===== src/hw/rtl/msort_pkg.sv =====
// Shared types and constants for the merge sort engine.
package msort_pkg;

   localparam int MAX_ELEMENTS_DEF = 64;
   localparam int IDX_W_DEF        = $clog2(MAX_ELEMENTS_DEF);
   localparam int STK_DEPTH_DEF    = IDX_W_DEF + 1;

   localparam int VALUE_W = 32;
   localparam int CMP_W   = 9;
   localparam int LVL_W   = 3;

   localparam logic [CMP_W-1:0] CMP_LIMIT = '1;
   localparam logic [LVL_W-1:0] LVL_LIMIT = '1;

   // progress of one segment on the split stack
   typedef enum logic [1:0] {
      PH_NEW,
      PH_LEFT_DONE,
      PH_RIGHT_DONE
   } phase_type;

   typedef struct packed {
      logic      push;
      logic      pop;
      logic      set_phase;
      phase_type phase;
      logic      clear;
   } stk_op_type;

   typedef enum logic [3:0] {
      ST_IDLE,
      ST_INIT,
      ST_VISIT,
      ST_COPY,
      ST_HEAD_I,
      ST_HEAD_J,
      ST_HEAD_W,
      ST_MERGE,
      ST_FILL,
      ST_OUT_RD,
      ST_OUT_LD
   } state_type;

endpackage


===== src/hw/rtl/msort_ram.sv =====
// Generic single-write, single-read RAM with registered read data.
module msort_ram #(
   parameter int WIDTH = msort_pkg::VALUE_W,
   parameter int DEPTH = msort_pkg::MAX_ELEMENTS_DEF
) (
   input  logic                     clock,
   input  logic                     we,
   input  logic [$clog2(DEPTH)-1:0] waddr,
   input  logic [WIDTH-1:0]         wdata,
   input  logic [$clog2(DEPTH)-1:0] raddr,
   output logic [WIDTH-1:0]         rdata
);

   logic [WIDTH-1:0] mem_ff [DEPTH];
   logic [WIDTH-1:0] rdata_ff;

   always_ff @(posedge clock) begin
      if (we) begin
         mem_ff[waddr] <= wdata;
      end
      rdata_ff <= mem_ff[raddr];
   end

   assign rdata = rdata_ff;

endmodule


===== src/hw/rtl/msort_stack.sv =====
// Segment stack that replaces the split recursion, with depth tracking.
module msort_stack #(
   parameter int DEPTH = msort_pkg::STK_DEPTH_DEF,
   parameter int IDX_W = msort_pkg::IDX_W_DEF
) (
   input  logic                         clock,
   input  logic                         reset,
   input  msort_pkg::stk_op_type        op,
   input  logic [IDX_W-1:0]             push_lo,
   input  logic [IDX_W-1:0]             push_hi,
   output logic [IDX_W-1:0]             top_lo,
   output logic [IDX_W-1:0]             top_hi,
   output msort_pkg::phase_type         top_phase,
   output logic                         single,
   output logic [msort_pkg::LVL_W-1:0]  deepest
);
   import msort_pkg::*;

   localparam int DW = $clog2(DEPTH);
   localparam int SW = $clog2(DEPTH + 1);
   localparam int LW = SW + 1;

   logic [IDX_W-1:0] lo_ff [DEPTH];
   logic [IDX_W-1:0] hi_ff [DEPTH];
   phase_type        ph_ff [DEPTH];

   logic [SW-1:0]    sp_ff, sp_in;
   logic [LVL_W-1:0] deep_ff, deep_in;
   logic [DW-1:0]    top_idx, push_idx;
   logic [LW-1:0]    new_level;
   logic [LVL_W-1:0] level_sat;

   assign top_idx   = DW'(sp_ff - 1'b1);
   assign push_idx  = DW'(sp_ff);
   assign new_level = LW'(sp_ff) + 1'b1;
   assign level_sat = (new_level > LW'(LVL_LIMIT)) ? LVL_LIMIT : LVL_W'(new_level);

   always_comb begin
      sp_in   = sp_ff;
      deep_in = deep_ff;
      if (op.clear) begin
         deep_in = '0;
      end
      if (op.push) begin
         sp_in = sp_ff + 1'b1;
         if (level_sat > deep_ff) begin
            deep_in = level_sat;
         end
      end else if (op.pop) begin
         sp_in = sp_ff - 1'b1;
      end
   end

   always_ff @(posedge clock) begin
      if (reset) begin
         sp_ff   <= '0;
         deep_ff <= '0;
      end else begin
         sp_ff   <= sp_in;
         deep_ff <= deep_in;
      end
   end

   // entries carry no reset; only slots below the pointer are ever read
   always_ff @(posedge clock) begin
      if (op.set_phase) begin
         ph_ff[top_idx] <= op.phase;
      end
      if (op.push) begin
         lo_ff[push_idx] <= push_lo;
         hi_ff[push_idx] <= push_hi;
         ph_ff[push_idx] <= PH_NEW;
      end
   end

   assign top_lo    = lo_ff[top_idx];
   assign top_hi    = hi_ff[top_idx];
   assign top_phase = ph_ff[top_idx];
   assign single    = (sp_ff == SW'(1));
   assign deepest   = deep_ff;

   a_no_overflow: assert property (@(posedge clock) disable iff (reset)
      op.push |-> sp_ff < SW'(DEPTH))
      else $error("segment stack pushed while full");

   a_no_underflow: assert property (@(posedge clock) disable iff (reset)
      op.pop |-> sp_ff != '0)
      else $error("segment stack popped while empty");

   a_push_pop_excl: assert property (@(posedge clock) disable iff (reset)
      op.push |-> !op.pop && !op.clear)
      else $error("segment stack push collides with pop or clear");

endmodule


===== src/hw/rtl/merge_sort_engine.sv =====
// Merge sort engine top level: load, top-down merge sort, sorted readout.
//
// Input beats (req_value, req_last) are written into the element store, one
// per cycle while req_ready is high. Beats beyond MAX_ELEMENTS are dropped
// and the run is flagged in rsp_dropped. A beat with req_last set starts the
// sort; req_ready stays low until the last result has been loaded into the
// output register.
// The sort walks the split tree with a segment stack. Each merge copies the
// segment into the scratch RAM (one element per cycle), primes both heads
// through ST_HEAD_I, ST_HEAD_J and ST_HEAD_W and then writes the merged
// elements, each merge write followed by a head refill, bounded by the single
// scratch read port. The readout does one store read and one output load per
// result while the receiver keeps up.
// Every result carries the comparison count, the deepest split level and the
// drop flag of its run; rsp_end_of_run marks the final element.
// A stalled receiver holds the output register and halts the readout; the
// next load begins once the final result sits in the output register.
// Reset is synchronous; it empties the store count, the stack and the output.
module merge_sort_engine #(
   parameter int MAX_ELEMENTS = msort_pkg::MAX_ELEMENTS_DEF
) (
   input  logic                               clock,
   input  logic                               reset,
   input  logic                               req_valid,
   output logic                               req_ready,
   input  logic signed [msort_pkg::VALUE_W-1:0] req_value,
   input  logic                               req_last,
   output logic                               rsp_valid,
   input  logic                               rsp_ready,
   output logic signed [msort_pkg::VALUE_W-1:0] rsp_sorted_value,
   output logic                               rsp_end_of_run,
   output logic [msort_pkg::CMP_W-1:0]        rsp_compare_total,
   output logic [msort_pkg::LVL_W-1:0]        rsp_deepest_level,
   output logic                               rsp_dropped
);
   import msort_pkg::*;

   localparam int IDX_W     = $clog2(MAX_ELEMENTS);
   localparam int CNT_W     = $clog2(MAX_ELEMENTS + 1);
   localparam int STK_DEPTH = IDX_W + 1;

   state_type state_ff, state_in;

   logic [CNT_W-1:0] cnt_ff, cnt_in;
   logic             ovf_ff, ovf_in;
   logic [CMP_W-1:0] cmp_ff, cmp_in;
   logic [IDX_W-1:0] t_ff, t_in;
   logic [IDX_W-1:0] i_ff, i_in;
   logic [CNT_W-1:0] j_ff, j_in;
   logic [IDX_W-1:0] k_ff, k_in;
   logic [IDX_W-1:0] mid_ff, mid_in;
   logic [IDX_W-1:0] hi_ff, hi_in;
   logic [IDX_W-1:0] q_ff, q_in;
   logic signed [VALUE_W-1:0] head_i_ff, head_i_in;
   logic signed [VALUE_W-1:0] head_j_ff, head_j_in;
   logic             take_left_ff, take_left_in;
   logic             cp_wr_ff, cp_wr_in;
   logic [IDX_W-1:0] cp_addr_ff, cp_addr_in;

   logic             rsp_valid_ff, rsp_valid_in;
   logic [VALUE_W-1:0] rsp_value_ff, rsp_value_in;
   logic             rsp_last_ff, rsp_last_in;
   logic [CMP_W-1:0] rsp_cmp_ff, rsp_cmp_in;
   logic [LVL_W-1:0] rsp_deep_ff, rsp_deep_in;
   logic             rsp_drop_ff, rsp_drop_in;

   logic               st_we;
   logic [IDX_W-1:0]   st_waddr, st_raddr;
   logic [VALUE_W-1:0] st_wdata, st_rdata;
   logic [IDX_W-1:0]   sc_raddr;
   logic [VALUE_W-1:0] sc_rdata;

   stk_op_type       stk_op;
   logic [IDX_W-1:0] stk_push_lo, stk_push_hi;
   logic [IDX_W-1:0] top_lo, top_hi;
   phase_type        top_phase;
   logic             stk_single;
   logic [LVL_W-1:0] stk_deepest;

   logic [IDX_W-1:0]   mid_calc;
   logic               left_ok, right_ok, take_left;
   logic [VALUE_W-1:0] taken;
   logic               out_last;

   msort_ram #(
      .WIDTH (VALUE_W),
      .DEPTH (MAX_ELEMENTS)
   ) u_store (
      .clock (clock),
      .we    (st_we),
      .waddr (st_waddr),
      .wdata (st_wdata),
      .raddr (st_raddr),
      .rdata (st_rdata)
   );

   msort_ram #(
      .WIDTH (VALUE_W),
      .DEPTH (MAX_ELEMENTS)
   ) u_scratch (
      .clock (clock),
      .we    (cp_wr_ff),
      .waddr (cp_addr_ff),
      .wdata (st_rdata),
      .raddr (sc_raddr),
      .rdata (sc_rdata)
   );

   msort_stack #(
      .DEPTH (STK_DEPTH),
      .IDX_W (IDX_W)
   ) u_stack (
      .clock     (clock),
      .reset     (reset),
      .op        (stk_op),
      .push_lo   (stk_push_lo),
      .push_hi   (stk_push_hi),
      .top_lo    (top_lo),
      .top_hi    (top_hi),
      .top_phase (top_phase),
      .single    (stk_single),
      .deepest   (stk_deepest)
   );

   assign mid_calc  = top_lo + ((top_hi - top_lo) >> 1);
   assign left_ok   = (i_ff <= mid_ff);
   assign right_ok  = (j_ff <= CNT_W'(hi_ff));
   // ties go to the left half to keep the merge stable
   assign take_left = left_ok && (!right_ok || (head_i_ff <= head_j_ff));
   assign taken     = take_left ? head_i_ff : head_j_ff;
   assign out_last  = ((CNT_W'(q_ff) + 1'b1) == cnt_ff);

   always_comb begin
      state_in     = state_ff;
      cnt_in       = cnt_ff;
      ovf_in       = ovf_ff;
      cmp_in       = cmp_ff;
      t_in         = t_ff;
      i_in         = i_ff;
      j_in         = j_ff;
      k_in         = k_ff;
      mid_in       = mid_ff;
      hi_in        = hi_ff;
      q_in         = q_ff;
      head_i_in    = head_i_ff;
      head_j_in    = head_j_ff;
      take_left_in = take_left_ff;
      cp_wr_in     = 1'b0;
      cp_addr_in   = t_ff;
      rsp_valid_in = rsp_valid_ff && !rsp_ready;
      rsp_value_in = rsp_value_ff;
      rsp_last_in  = rsp_last_ff;
      rsp_cmp_in   = rsp_cmp_ff;
      rsp_deep_in  = rsp_deep_ff;
      rsp_drop_in  = rsp_drop_ff;
      st_we        = 1'b0;
      st_waddr     = k_ff;
      st_wdata     = taken;
      st_raddr     = q_ff;
      sc_raddr     = i_ff;
      stk_op       = '0;
      stk_push_lo  = top_lo;
      stk_push_hi  = mid_calc;

      unique case (state_ff)
         ST_IDLE: begin
            if (req_valid) begin
               if (cnt_ff < CNT_W'(MAX_ELEMENTS)) begin
                  st_we    = 1'b1;
                  st_waddr = IDX_W'(cnt_ff);
                  st_wdata = req_value;
                  cnt_in   = cnt_ff + 1'b1;
               end else begin
                  ovf_in = 1'b1;
               end
               if (req_last) begin
                  state_in = ST_INIT;
               end
            end
         end
         ST_INIT: begin
            stk_op.push = 1'b1;
            stk_push_lo = '0;
            stk_push_hi = IDX_W'(cnt_ff - 1'b1);
            state_in    = ST_VISIT;
         end
         ST_VISIT: begin
            unique case (top_phase)
               PH_NEW: begin
                  if (top_lo < top_hi) begin
                     stk_op.set_phase = 1'b1;
                     stk_op.phase     = PH_LEFT_DONE;
                     stk_op.push      = 1'b1;
                  end else begin
                     stk_op.pop = 1'b1;
                     if (stk_single) begin
                        q_in     = '0;
                        state_in = ST_OUT_RD;
                     end
                  end
               end
               PH_LEFT_DONE: begin
                  stk_op.set_phase = 1'b1;
                  stk_op.phase     = PH_RIGHT_DONE;
                  stk_op.push      = 1'b1;
                  stk_push_lo      = mid_calc + 1'b1;
                  stk_push_hi      = top_hi;
               end
               PH_RIGHT_DONE: begin
                  t_in     = top_lo;
                  i_in     = top_lo;
                  j_in     = CNT_W'(mid_calc) + 1'b1;
                  k_in     = top_lo;
                  mid_in   = mid_calc;
                  hi_in    = top_hi;
                  state_in = ST_COPY;
               end
               default: begin
                  state_in = ST_IDLE;
               end
            endcase
         end
         ST_COPY: begin
            st_raddr   = t_ff;
            cp_wr_in   = 1'b1;
            cp_addr_in = t_ff;
            t_in       = t_ff + 1'b1;
            if (t_ff == hi_ff) begin
               state_in = ST_HEAD_I;
            end
         end
         ST_HEAD_I: begin
            sc_raddr = i_ff;
            state_in = ST_HEAD_J;
         end
         ST_HEAD_J: begin
            head_i_in = sc_rdata;
            sc_raddr  = IDX_W'(j_ff);
            state_in  = ST_HEAD_W;
         end
         ST_HEAD_W: begin
            head_j_in = sc_rdata;
            state_in  = ST_MERGE;
         end
         ST_MERGE: begin
            st_we        = 1'b1;
            take_left_in = take_left;
            if (left_ok && right_ok && (cmp_ff != CMP_LIMIT)) begin
               cmp_in = cmp_ff + 1'b1;
            end
            if (take_left) begin
               i_in     = i_ff + 1'b1;
               sc_raddr = i_ff + 1'b1;
            end else begin
               j_in     = j_ff + 1'b1;
               sc_raddr = IDX_W'(j_ff + 1'b1);
            end
            if (k_ff == hi_ff) begin
               stk_op.pop = 1'b1;
               if (stk_single) begin
                  q_in     = '0;
                  state_in = ST_OUT_RD;
               end else begin
                  state_in = ST_VISIT;
               end
            end else begin
               k_in     = k_ff + 1'b1;
               state_in = ST_FILL;
            end
         end
         ST_FILL: begin
            if (take_left_ff) begin
               head_i_in = sc_rdata;
            end else begin
               head_j_in = sc_rdata;
            end
            state_in = ST_MERGE;
         end
         ST_OUT_RD: begin
            state_in = ST_OUT_LD;
         end
         ST_OUT_LD: begin
            if (!rsp_valid_ff || rsp_ready) begin
               rsp_valid_in = 1'b1;
               rsp_value_in = st_rdata;
               rsp_last_in  = out_last;
               rsp_cmp_in   = cmp_ff;
               rsp_deep_in  = stk_deepest;
               rsp_drop_in  = ovf_ff;
               if (out_last) begin
                  cnt_in       = '0;
                  ovf_in       = 1'b0;
                  cmp_in       = '0;
                  stk_op.clear = 1'b1;
                  state_in     = ST_IDLE;
               end else begin
                  q_in     = q_ff + 1'b1;
                  state_in = ST_OUT_RD;
               end
            end
         end
         default: begin
            state_in = ST_IDLE;
         end
      endcase
   end

   always_ff @(posedge clock) begin
      if (reset) begin
         state_ff     <= ST_IDLE;
         cnt_ff       <= '0;
         ovf_ff       <= 1'b0;
         cmp_ff       <= '0;
         cp_wr_ff     <= 1'b0;
         rsp_valid_ff <= 1'b0;
      end else begin
         state_ff     <= state_in;
         cnt_ff       <= cnt_in;
         ovf_ff       <= ovf_in;
         cmp_ff       <= cmp_in;
         cp_wr_ff     <= cp_wr_in;
         rsp_valid_ff <= rsp_valid_in;
      end
   end

   always_ff @(posedge clock) begin
      t_ff         <= t_in;
      i_ff         <= i_in;
      j_ff         <= j_in;
      k_ff         <= k_in;
      mid_ff       <= mid_in;
      hi_ff        <= hi_in;
      q_ff         <= q_in;
      head_i_ff    <= head_i_in;
      head_j_ff    <= head_j_in;
      take_left_ff <= take_left_in;
      cp_addr_ff   <= cp_addr_in;
      rsp_value_ff <= rsp_value_in;
      rsp_last_ff  <= rsp_last_in;
      rsp_cmp_ff   <= rsp_cmp_in;
      rsp_deep_ff  <= rsp_deep_in;
      rsp_drop_ff  <= rsp_drop_in;
   end

   assign req_ready         = (state_ff == ST_IDLE);
   assign rsp_valid         = rsp_valid_ff;
   assign rsp_sorted_value  = rsp_value_ff;
   assign rsp_end_of_run    = rsp_last_ff;
   assign rsp_compare_total = rsp_cmp_ff;
   assign rsp_deepest_level = rsp_deep_ff;
   assign rsp_dropped       = rsp_drop_ff;

   a_merge_in_segment: assert property (@(posedge clock) disable iff (reset)
      state_ff == ST_MERGE |-> k_ff <= hi_ff)
      else $error("merge write ran past the segment end");

   a_merge_has_source: assert property (@(posedge clock) disable iff (reset)
      state_ff == ST_MERGE |-> (i_ff <= mid_ff) || (j_ff <= CNT_W'(hi_ff)))
      else $error("merge step with both halves exhausted");

   a_count_bound: assert property (@(posedge clock) disable iff (reset)
      cnt_ff <= CNT_W'(MAX_ELEMENTS))
      else $error("element count above capacity");

   a_copy_drains: assert property (@(posedge clock) disable iff (reset)
      state_ff == ST_HEAD_I |-> cp_wr_ff && (cp_addr_ff == hi_ff))
      else $error("scratch copy not finishing at segment end");

endmodule


===== config.mk =====
export PLATFORM = sky130hd
export DESIGN_NAME = merge_sort_engine
export DESIGN_NICKNAME = d
export VERILOG_FILES = /design/src/hw/rtl/msort_pkg.sv /design/src/hw/rtl/msort_ram.sv /design/src/hw/rtl/msort_stack.sv /design/src/hw/rtl/merge_sort_engine.sv
export SDC_FILE = /design/constraint.sdc
export NUM_CORES = 2
export LEC_CHECK = 0
export BUFFER_PORTS_ARGS = -buffer_cell sky130_fd_sc_hd__buf_4
export CORE_AREA = 4 4 584 586
export CTS_CLUSTER_DIAMETER = 200
export DETAILED_ROUTE_END_ITERATION = 6
export DIE_AREA = 0 0 588 590
export GPL_TIMING_DRIVEN = 1
export PLACE_DENSITY = 0.64
export SLEW_MARGIN = 0
export SYNTH_ARGS = -nofsm -noshare
export SYNTH_HDL_FRONTEND = slang
export SYNTH_MEMORY_MAX_BITS = 65536
export SYNTH_SLANG_ARGS = --single-unit

===== constraint.sdc =====
create_clock -name clock -period 20.4 [get_ports clock]
set_clock_uncertainty 0.05 [all_clocks]
set_input_delay 6.12 -clock clock [delete_from_list [all_inputs] [get_ports clock]]
set_output_delay 6.12 -clock clock [all_outputs]
set_load 0.1 [all_outputs]

== After elaboration in Yosys (flattened, before gate mapping) ==
Memory sizes are Yosys's and may differ from the RTL's. A register that Yosys moved wholly into a read port is not among the register bits.
Cells that the tools add are included.
Word-level totals
  output and inout port bits: 48
  input bits: 37
  logic and storage cells: 215
  memories kept: 5
  register bits after elaboration: 189
  bits in writable memories: 4194
Memories
  u_scratch.mem_ff: words 64, width 32, rd ports 1, clocked after Yosys merged registers in 1, write ports 1, line msort_ram.sv:14  | logic [WIDTH-1:0] mem_ff [DEPTH];
  u_store.mem_ff: words 64, width 32, rd ports 1, clocked after Yosys merged registers in 1, write ports 1, line msort_ram.sv:14
  u_stack.hi_ff: words 7, width 6, rd ports 1, clocked after Yosys merged registers in 0, write ports 1, line msort_stack.sv:24  | logic [IDX_W-1:0] hi_ff [DEPTH];
  u_stack.lo_ff: words 7, width 6, rd ports 1, clocked after Yosys merged registers in 0, write ports 1, line msort_stack.sv:23  | logic [IDX_W-1:0] lo_ff [DEPTH];
  u_stack.ph_ff: words 7, width 2, rd ports 1, clocked after Yosys merged registers in 0, write ports 2, line msort_stack.sv:25  | phase_type ph_ff [DEPTH];
Cells by class
  muxes and demuxes: 92
  reduce and logical (&&, ||, !) cells: 33
  order comparisons: 7
  equal/unequal tests: 38
  add/sub/neg operators: 16
Operator list (count)
  $mux W32: 6
  $pmux W32 S2: 2
  $mux W6: 16
  $pmux W6 S2: 6
  $mux W7: 6
  $pmux W4 S10: 1
  $mux W4: 9
  $le A32 B32 Y1: 1
  $add A6 B1 Y6 const B: 5
  $ne A2 B2 Y1 const B: 15
  $pmux W7 S2: 2
  $mux W9: 3
  $mux W1: 24
  $mux W3: 8
  $pmux W6 S3: 1
  $pmux W9 S2: 1
  $eq A4 B3 Y1 const B: 4
  $add A6 B1 Y7 const B: 2
  $add A7 B1 Y7 const B: 2
  $reduce_bool A2 Y1: 7
  $eq A4 B4 Y1 const B: 3
  $eq A6 B6 Y1: 2
  $pmux W4 S3: 1
  $pmux W1 S2: 5
  other kinds (36): 54

== Longest topological paths before layout ==
  depth after elaboration: 8
  gate-level depth with buffers: 28
  mapped depth without buffers: 22

== By module ==
A second synthesis with hierarchy kept.
Unflattened totals
  cells, all modules: 8079
  area total of the unflattened synthesis: 171818.5 um^2
By module, submodules not included
  msort_ram (u_scratch): seq. area each 62139.6 um^2, cells each 3511, times used 1, area an instance 79039.6 um^2
  msort_ram (u_store): seq. area each 62139.6 um^2, cells each 3324, times used 1, area an instance 78515.3 um^2
  merge_sort_engine: seq. area each 5205.0 um^2, cells each 940, times used 1, area an instance 9935.8 um^2
  msort_stack: seq. area each 2922.8 um^2, cells each 304, times used 1, area an instance 4327.9 um^2

== Worst setup path after synthesis ==
Ideal clock, no wire load.
  path kind: input port to flip-flop
  from: in req_valid
  to: mem u_store.mem_ff[3][0] (netlist name), enable pin
  stages: 6
  slack: 9.366 ns
  required time: 19.849 ns
  buffers on the path: 1
  data arrival time: 10.483 ns
  setup time: 0.501 ns
  path through: nand2_1 -> or2_2 -> clkbuf_1 -> mux2i_1 -> nand2b_1 -> nor4_1
On the way
  cells in the longest elaborated chain, start to end: 4
  elaborated cells on any way between the ends: 6
  those cells by class: 6 x mux
RTL lines
  start, declared: line merge_sort_engine.sv:24  | input logic req_valid,
  $mux W1: line merge_sort_engine.sv:167  | if (req_valid) begin
  $pmux W1 S2: line merge_sort_engine.sv:165  | unique case (state_ff)
  $mux W1: line msort_ram.sv:18  | if (we) begin
  $mux W1 (not written as such): line msort_ram.sv:19  | mem_ff[waddr] <= wdata;
  end, declared: line msort_ram.sv:14
Several ways; a longest one is shown, not always the timed one.

== Worst setup path after layout ==
  from: in req_valid
  to: mem u_store.mem_ff[38][4] (netlist name), enable pin
Same word-level chain as after synthesis.

==> impl_metrics.yaml <==
outcome:
  status: "finished clean"
cells_and_area:
  syn_to_final_growth_pct: 12.8
  nNetsFinal: 11300
  final_util: 0.584
  drive_gt1_frac: 0.156
clocking:
  postCtsSetupBuffers: 0
  cts_made_buffers: 439
  cts_sinks: 4447
  tritoncts: "yes"
  htree_num_levels: 5
  ctsLongestPathBuffers: 4
  cts_root_buffer: "clkbuf_16"
  clk_pin_slew_ns: 0.06
  cts_resized: 0
  hold_buffers: 0
  clock_latency_ns: 0.98
drt:
  num_vias: 101000
  first_pass_iters: 6
  wl_per_cell_um: 30.7
  drc: 0
  routed_wl_mm: 491
  viasPerCell: 6.30
  ant_nets: 0
  drt_iter0_drc: 14100
placed_design:
  gp_congestion: 0.868
  hpwl_mm: 273
  io_buffers: 84
floorplan:
  rows: 213
  die-area_mm2: 0.347
  io_pins: 85
  start_util: 0.518
  die_w_um: 588
  core_area_mm2: 0.336
  die_h_um: 590
synthesis:
  synth-warning-count: 0
  synth.most_common_cell: "edfxtp_1"
  ys.flop_type: "edfxtp_1"
  synthTopCellsByArea: "edfxtp_1 (75%), mux4_2 (6.6%), nand2_1 (5.0%), nand3_1 (3.2%), dfxtp_1 (1.3%)"
  yosysTopAreaCell: "edfxtp_1"
  synth_top_area_frac: 0.748
  syn_avg_cell_area_um2: 15.8
  synth_seq_cells: 4447
  synth_nets: 11200
  synth_common_cells: "edfxtp_1 (4334), nand2_1 (2333), nand3_1 (1123), mux4_2 (513), clkbuf_1 (411)"
  async_flop_share: 0
  syn-instance-count: 11000
  seq_area_frac_synth: 0.761
  synth_area_mm2: 0.174
  synth_edf_count: 4334
  ys_types: 80
timing:
  setup_viol: 0
  slew_headroom: 0.0921
  tightest_slew_ns: 1.34
  rsz0062_at_grt: "no"
  fin_setup_tns_ns: 0
  maxSlewViolCount: 0
  finalHoldViolations: 0
  fmax_mhz: 106
  fin_crit_sh: 0.461
  fin_crit_ns: 9.40
worst_setup_path:
  reg2reg_to: "u_scratch.rdata[11]$_DFF_P_"
  cp-end-kind: "register"
  path_cells: "buf_4 -> nand2_1 -> or2_2 -> mux2i_1 -> nand2_1 -> nor2_4"
  cp.required_ns: 20.87
  critical_path_class: "input port to register"
  r2r_setup_slack_ns: 12.63
  cp.arrival_ns: 9.87
  path_max_fanout: 32
  critPathMostFrequentCell: "nand2_1"
  reg2reg_from: "head_i_ff[14]$_DFFE_PP_"
  cp_slowest_cell: "nor2_4"
  r2r_cells: 17
  critPathMaxStageDelay_ns: 1.09
  start_kind: "input port"
job:
  cap_viol_max_count: 0
global_routing:
  grt_pass1_vias: 95700
  grt_pass1_wl_mm: 695
  use_met3: 0.0564
  grt_max_degree: 185
  use_met1: 0.389
  antenna_found_initial: 35
  busiest_layer: "met2"
  grt.overflow.total: 0
  grt_use_total: 0.277
  grt.met2_usage: 0.432
min_path:
  min_from: "u_scratch.rdata[21]$_DFF_P_"
  hp-class: "register to register"
  min_to: "head_i_ff[21]$_DFFE_PP_"
  hold-path-cell-count: 0
pwr:
  finalPower_mw: 28.2
  ir_worst_vdd_mv: 0.252
  power.leakage_nw: 64.6
  p_per_area_mw_per_mm2: 144
## layout make-up
class	count	area [um^2]
clock buffer	548	11700
multi-input combinational	5857	40200
timing repair buffer	379	2990
inverter	79	297
tap	4407	5510
clock inverter	278	3030
sequential	4447	132000
antenna	20	50.0
fill	25000	140000
## per-layer routing
| layer | routed length (um) | share of wire | vias up |
|---|---|---|---|
| met3 | 52400 | 0.11 | 912 |
| met2 | 230000 | 0.47 | 5549 |
| li1 | - | - | 42700 |
| met5 | 35 | 0.000071 | - |
| met4 | 21500 | 0.044 | 6 |
| met1 | 187000 | 0.38 | 51800 |
## critical path, delay by kind of cell
kind | cells | cell delay [ns]
buffers and inverters | 1 | 0.10
muxes | 1 | 1.01
and+or+nand+nor | 4 | 2.58
## cells in the final DEF, fill, tap and decap left out, types with 86 or more instances in the layout
cell / instances
nor2_4: 131
and2_1: 134
clkbuf_1: 88
clkinv_2: 89
nand2_1: 2333
nor2_1: 155
mux4_2: 513
a31oi_1: 105
and3_1: 121
nand4_1: 180
nand3_1: 1123
clkbuf_16: 444
edfxtp_1: 4334
clkinv_1: 86
a211oi_1: 171
buf_4: 364
a21oi_1: 195
## state kept, by name, summed over array words and instances, names as in the netlist, 4 cells and up
signal / flops
u_scratch.mem_ff: 2048
u_store.mem_ff: 2048
u_stack.hi_ff: 42
u_stack.lo_ff: 42
head_i_ff: 32
head_j_ff: 32
rsp_sorted_value: 32
u_scratch.rdata: 32
u_store.rdata: 32
u_stack.ph_ff: 14
cmp_ff: 9
rsp_compare_total: 9
cnt_ff: 7
j_ff: 7
cp_addr_ff: 6
cp_addr_in: 6
hi_ff: 6
i_ff: 6
k_ff: 6
mid_ff: 6
q_ff: 6
state_ff: 4
## how the worst max path moves through the flow
stage	startpoint	slack, ns	endpoint	depth (start not counted)
after floorplan	req_valid	9.37	u_store.mem_ff[3][0]$_DFFE_PP_	6
after global placement	req_valid	10.16	u_store.mem_ff[38][4]$_DFFE_PP_	6
after detailed placement	req_valid	10.13	u_store.mem_ff[38][14]$_DFFE_PP_	6
after CTS	req_valid	11.11	u_store.mem_ff[38][4]$_DFFE_PP_	6
after global routing	req_valid	11.03	u_store.mem_ff[63][25]$_DFFE_PP_	8
final	req_valid	11.00	u_store.mem_ff[38][4]$_DFFE_PP_	6
## stage by stage
| stage | cell area (um^2) | setup WS (ns) | hold slack [ns] | std cells |
|---|---|---|---|---|
| CTS | 196000 | 11.11 | 0.374 | 16000 |
| global placement | 181000 | 10.16 | 0.358 | 15200 |
| floorplan | 174000 | 9.37 | 0.354 | 11000 |
| global route | 196000 | 11.03 | 0.380 | 16000 |
| finish | 196000 | 11.00 | 0.375 | 16000 |
| detailed placement | 181000 | 10.13 | 0.361 | 15200 |
## kinds of logic (layout without fill, tap and decap cells)
logic type	after synthesis	after routing	share of synthesized area
flops	4447	4447	0.761
mux	603	603	0.0716
compound gates	796	796	0.0314
fa+ha+maj	73	73	0.00533
simple gates	4317	4317	0.110
other cells	0	20	0
buf+inv	740	1284	0.0175
xor+xnor	68	68	0.00342
## report_power, final
part	switching (mW)	internal (mW)	total, mW	leakage (nW)
Combinational	5.81	1.72	7.53	17.4
Clock	3.45	4.77	8.22	7.18
Sequential	0.250	12.2	12.5	40.0
(Power assumes the default switching activity.)
